$ cat src/hdl/tseq_pkg.sv
// ---------------------------------------------------------------------------
// tseq_pkg
// types and constants shared by the event queue modules
// ---------------------------------------------------------------------------
package tseq_pkg;

  localparam int TIME_W = 48;
  localparam int BYTE_W = 8;

  // request codes
  localparam logic OP_INSERT = 1'b0;
  localparam logic OP_FIRE   = 1'b1;

  // request queue between front and back: 2**CMD_PTR_W slots
  localparam int CMD_PTR_W = 1;

  typedef struct packed {
    logic              opcode;
    logic [TIME_W-1:0] event_time;
    logic [BYTE_W-1:0] status_byte;
    logic [BYTE_W-1:0] first_data;
    logic [BYTE_W-1:0] second_data;
    logic              bypass_flag;
  } cmd_t;

  typedef struct packed {
    logic [TIME_W-1:0] due_time;
    logic [BYTE_W-1:0] status_byte;
    logic [BYTE_W-1:0] first_data;
    logic [BYTE_W-1:0] second_data;
    logic              bypass_flag;
  } entry_t;

  typedef struct packed {
    logic              valid;
    logic [BYTE_W-1:0] status_byte;
    logic [BYTE_W-1:0] first_data;
    logic [BYTE_W-1:0] second_data;
    logic              bypass_flag;
    logic              last_of_run;
  } res_t;

endpackage

$ cat src/hdl/tseq_cmd_fifo.sv
// ---------------------------------------------------------------------------
// tseq_cmd_fifo
// front end: takes requests and queues them for the cell array
// ---------------------------------------------------------------------------
module tseq_cmd_fifo (
  input  logic          clk,
  input  logic          rst_n,
  input  logic          push,
  input  tseq_pkg::cmd_t push_cmd,
  output logic          full,
  output logic          cmd_valid,
  output tseq_pkg::cmd_t cmd,
  input  logic          pop
);

  localparam int PW    = tseq_pkg::CMD_PTR_W;
  localparam int SLOTS = 2 ** PW;

  tseq_pkg::cmd_t slots_r [SLOTS];
  logic [PW-1:0]  wr_ptr_r, wr_ptr_nxt;
  logic [PW-1:0]  rd_ptr_r, rd_ptr_nxt;
  logic [PW:0]    fill_r, fill_nxt;
  logic           do_push, do_pop;

  assign full      = (fill_r == (PW+1)'(SLOTS));
  assign cmd_valid = (fill_r != '0);
  assign cmd       = slots_r[rd_ptr_r];
  assign do_push   = push && !full;
  assign do_pop    = pop && cmd_valid;

  always_comb begin
    wr_ptr_nxt = wr_ptr_r + PW'(do_push);
    rd_ptr_nxt = rd_ptr_r + PW'(do_pop);
    fill_nxt   = fill_r + (PW+1)'(do_push) - (PW+1)'(do_pop);
  end

  always_ff @(posedge clk) begin
    if (!rst_n) begin
      wr_ptr_r <= '0;
      rd_ptr_r <= '0;
      fill_r   <= '0;
    end else begin
      wr_ptr_r <= wr_ptr_nxt;
      rd_ptr_r <= rd_ptr_nxt;
      fill_r   <= fill_nxt;
    end
  end

  always_ff @(posedge clk) begin
    if (do_push) begin
      slots_r[wr_ptr_r] <= push_cmd;
    end
  end

endmodule

$ cat config.mk
export PLATFORM = sky130hd
export DESIGN_NAME = tseq_cmd_fifo
export DESIGN_NICKNAME = d
export VERILOG_FILES = /design/src/hdl/tseq_pkg.sv /design/src/hdl/tseq_cmd_fifo.sv
export SDC_FILE = /design/constraint.sdc
export NUM_CORES = 1
export LEC_CHECK = 0
export ABC_AREA = 1
export BUFFER_PORTS_ARGS = -buffer_cell sky130_fd_sc_hd__buf_2
export CORE_MARGIN = 3
export CORE_UTILIZATION = 47
export DETAILED_ROUTE_END_ITERATION = 10
export PLACE_DENSITY = 0.75
export REMOVE_ABC_BUFFERS = 1
export SYNTH_ARGS = -nofsm -noshare
export SYNTH_HDL_FRONTEND = slang
export SYNTH_SLANG_ARGS = --single-unit
$ cat constraint.sdc
create_clock -name clk -period 2.8 [get_ports clk]
set_input_delay 0.28 -clock clk [delete_from_list [all_inputs] [get_ports clk]]
set_output_delay 0.28 -clock clk [all_outputs]
set_load 0.05 [all_outputs]
# Yosys cells after proc, flatten, opt, wreduce, memory -nomap -nowiden
# Memories as Yosys holds them, arrays and structs flattened. A register that Yosys moved wholly into a read port is not among the register bits.
# Cells that the tools add are included.
[totals] word_cells=16 out_inout_bits=76 in_bits=78 mem_count=1 regBits=4 ram_bits=148
[classes] muxes=3 n_eq_ne=1 n_addsub=4 n_reduce_logical=4
[memory_table] name="slots_r" depth=2 word_bits=74 rd=1 rd_clocked_by_memory_dff=1 write_ports=1 line="tseq_cmd_fifo.sv:19" rtl="tseq_pkg::cmd_t slots_r [SLOTS];"
[op_table] operator="$mux 1" count=3
[op_table] operator="$add 1x1->1" count=2
[op_table] operator="$add 2x1->2" count=1
[op_table] operator="$eq 2x2->1 const B" count=1
[op_table] operator="$logic_and 1x1->1" count=2
[op_table] operator="$reduce_bool 2->1" count=1
[op_table] operator="$sub 2x1->2" count=1
[op_table] operator="$logic_not 1->1" count=1

# Longest topological paths before layout
[logic_depth] ltp_word=5 depth_mapped=10 ltp_nobuf=10

# Least setup slack after synthesis
# OpenSTA, ideal clock, no wires.
[synth_path] kind="register -> register" from="register fill_r[1]" to="memory slots_r[1][0] in the netlist's numbering, enable pin" n_path_buf=0 arrival_ns=2.361 setup_slack_ns=-0.001 setup_ns=0.441 period_less_slack_ns=2.801 required_ns=2.359 path_stages_with_launch=5 cell_sequence="dfxtp_1 > inv_1 > o21ai_0 > inv_1 > ha_1"
[synth_between] elab_chain_len=5
[synth_rtl] element="start, declared" line="tseq_cmd_fifo.sv:22" rtl="logic [PW:0] fill_r, fill_nxt;"
[synth_rtl] element="start signal, assigned" line="tseq_cmd_fifo.sv:45" rtl="fill_r <= fill_nxt;"
[synth_rtl] element="$eq 2x2->1" line="tseq_cmd_fifo.sv:25" rtl="assign full = (fill_r == (PW+1)'(SLOTS));"
[synth_rtl] element="$logic_not 1->1" line="tseq_cmd_fifo.sv:28" rtl="assign do_push = push && !full;"
[synth_rtl] element="$logic_and 1x1->1" line="tseq_cmd_fifo.sv:28"
[synth_rtl] element="$mux 1" line="tseq_cmd_fifo.sv:50" rtl="if (do_push) begin"
[synth_rtl] element="$mux 1 (implied by the code)" line="tseq_cmd_fifo.sv:51" rtl="slots_r[wr_ptr_r] <= push_cmd;"
[synth_rtl] element="end, declared" line="tseq_cmd_fifo.sv:19"
# Every way passes these cells.

==> results by group <==
Timing
  – FMAX: 0.480 GHz
  – Fin crit share: 0.744
  – Count of pins over their slew limit: 0
  – Clk_skew: 0.00684 ns
  – Hold Vio Cnt, Final: 0
  – Slew HR: 0.677
  – RSZ-0062 raised after global routing: false
  – Least-Margin Pin Slew: 0.485 ns
  – Setup Viol. Count Final: 0
  – Post-layout minimum cycle time: 2.08 ns

Die
  – Initial Util: 0.485
  – Chip height: 118 um
  – Row cnt: 40
  – Die area: 13800 sq um
  – Chip width: 118 um
  – I/O pin cnt: 154
  – Core box area: 12100 sq um

Routing
  – Routed vias: 2892
  – DR iter-0 viols: 173
  – # DRC: 0
  – Pre-Repair DR Iteration Count: 4
  – Antenna Nets Post-Route: 0
  – WL final: 10100 um
  – Drt wl/cell: 16.4 um
  – DR vias/cell: 4.69

Placement
  – Placed cell area: 6840 sq um
  – Hpwl dp: 6660 um
  – IO Port Bufs: 153
  – Number of cells after detailed placement: 584
  – Gpl congestion: 0.699

Setup path
  – CP startpoint kind: flop
  – Worst EP required: 2.52 ns
  – Crit end category: primary output
  – Setup CP Type: reg -> out
  – CP max FO: 28
  – Critical path arrival: 1.80 ns

Clock tree
  – Worst skew pair latency: 0.41 ns
  – CTS resizes: 0
  – Htree depth: 4
  – Clock Tree Root: clkbuf_16
  – Post-CTS Setup Bufs: 0
  – Clock buffer count from CTS: 17
  – Clk pin slew, worst setup/hold paths: 0.06 ns
  – Cts hold-fix bufs: 0
  – Clk sinks: 153
  – CTS tree: built
  – CTS max path bufs: 2

Finish
  – Non-Filler Instances: 616
  – # nets final: 517
  – Fin area: 7400 sq um
  – Layout cells sized above 1: 0.587
  – Layout area overhead: 26.5%
  – Commonest non-fill, non-tap cell in the layout: buf_2
  – Ant diodes: 0
  – Commonest non-fill, non-tap cells in the layout: buf_2, edfxtp_1, mux2_4

Logic synthesis
  – Synth warnings: 0
  – Post-synthesis cell type count: 13
  – Syn Area/Cell: 21.9 sq um
  – Register area share after synthesis: 0.777
  – Register bit total from synthesis: 153
  – Syn Inst Count: 267
  – Synth Cell Area: 5850 sq um

Global route
  – Global route overflow: 0
  – Pin count of the biggest net entering global routing: 52
  – First-pass GRT wire length: 15700 um
  – All-Layer GR Usage: 0.151
  – Vias in the first global route: 3064
  – Initial antenna violation count: 1

Run status
  – Status: completed

Min path
  – Worst Hold Class: in -> reg

Power and ir drop
  – P per Cell Area: 1100 nW/um^2
  – Leak: 2.92 nW
  – Maximum VDD drop: 0.566 mV

Flow run
  – Max Cap Viol: 0
==> path summary, 6_finish.rpt <==
| path | cells past startpoint | to | slack (ns) | startpoint |
|---|---|---|---|---|
| max | 3 | cmd[71] | 0.72 | flop |
| min | 1 | slots_r[1][29] | 0.05 | push_cmd[29] |
| max reg2reg | 5 | slots_r[0][9] | 0.96 | fill_r[1] |
| min reg2reg | 2 | flop | 0.51 | rd_ptr_r |
==> area by class of cell <==
cell class | count | area, sq um
well taps | 168 | 210
repair buffers | 157 | 833
clock buffers | 17 | 425
clock inverters | 15 | 135
multi-input cells | 96 | 1210
fillers | 895 | 4670
inverters | 10 | 37.5
flip-flops and latches | 153 | 4550
==> per-stage QoR <==
step / TNS (ns) / hold WS, ns / utilization / power [mW] / worst slack [ns]
finish: 0 / 0.0477 / 0.613 / 8.11 / 0.716
global route: 0 / 0.0305 / 0.613 / 8.44 / 0.634
CTS: 0 / 0.0278 / 0.613 / 8.21 / 0.662
detailed placement: 0 / 0.471 / 0.567 / 6.07 / 0.974
global placement: 0 / 0.467 / 0.567 / 6.02 / 1.03
floorplan: -56.89 / 0.373 / - / 5.50 / -0.857
==> metal layers <==
layer	up-vias	GRT usage	wire length [um]
met5	-	0	9
met4	2	0.0769	242
met3	23	0.0630	738
met2	104	0.238	4850
met1	1396	0.180	4230
li1	1367	-	-
==> report_power, final <==
group          leakage, nW  total, mW  switching, mW  internal (mW)
clock network        0.267       2.13          0.835           1.29
logic                 1.23       2.91           2.01          0.899
registers             1.42       3.07         0.0998           2.97
==> synth_stat cells <==
cell / count / area [sq um]
inv_1: 10 / 37.5
edfxtp_1: 148 / 4440
nand3_1: 2 / 10.0
mux2_4: 60 / 901
dfxtp_1: 5 / 100
nor2_1: 8 / 30.0
buf_6: 7 / 78.8
mux2_2: 14 / 158
buf_2: 1 / 5.00
nand2_1: 6 / 22.5
o21ai_0: 1 / 5.00
a21oi_1: 1 / 5.00
ha_1: 4 / 50.1
==> sequential cells by signal, summed over array words and instances (netlist names), named ones only <==
| register | count |
|---|---|
| rd_ptr_r | 1 |
| slots_r | 148 |
| wr_ptr_r | 1 |
| fill_r | 2 |
==> critical path, stage by stage, from the launching register on <==
cell and delay (ns):
dfxtp_4 0.35, buf_4 0.42, mux2_2 0.39, buf_2 0.21
==> kinds of logic after synthesis <==
group / synth area share
simple gates: 0.0107
fa+ha+maj: 0.00856
compound gates: 0.00171
flops: 0.777
buf+inv: 0.0208
mux: 0.181
(Power assumes the default switching activity.)
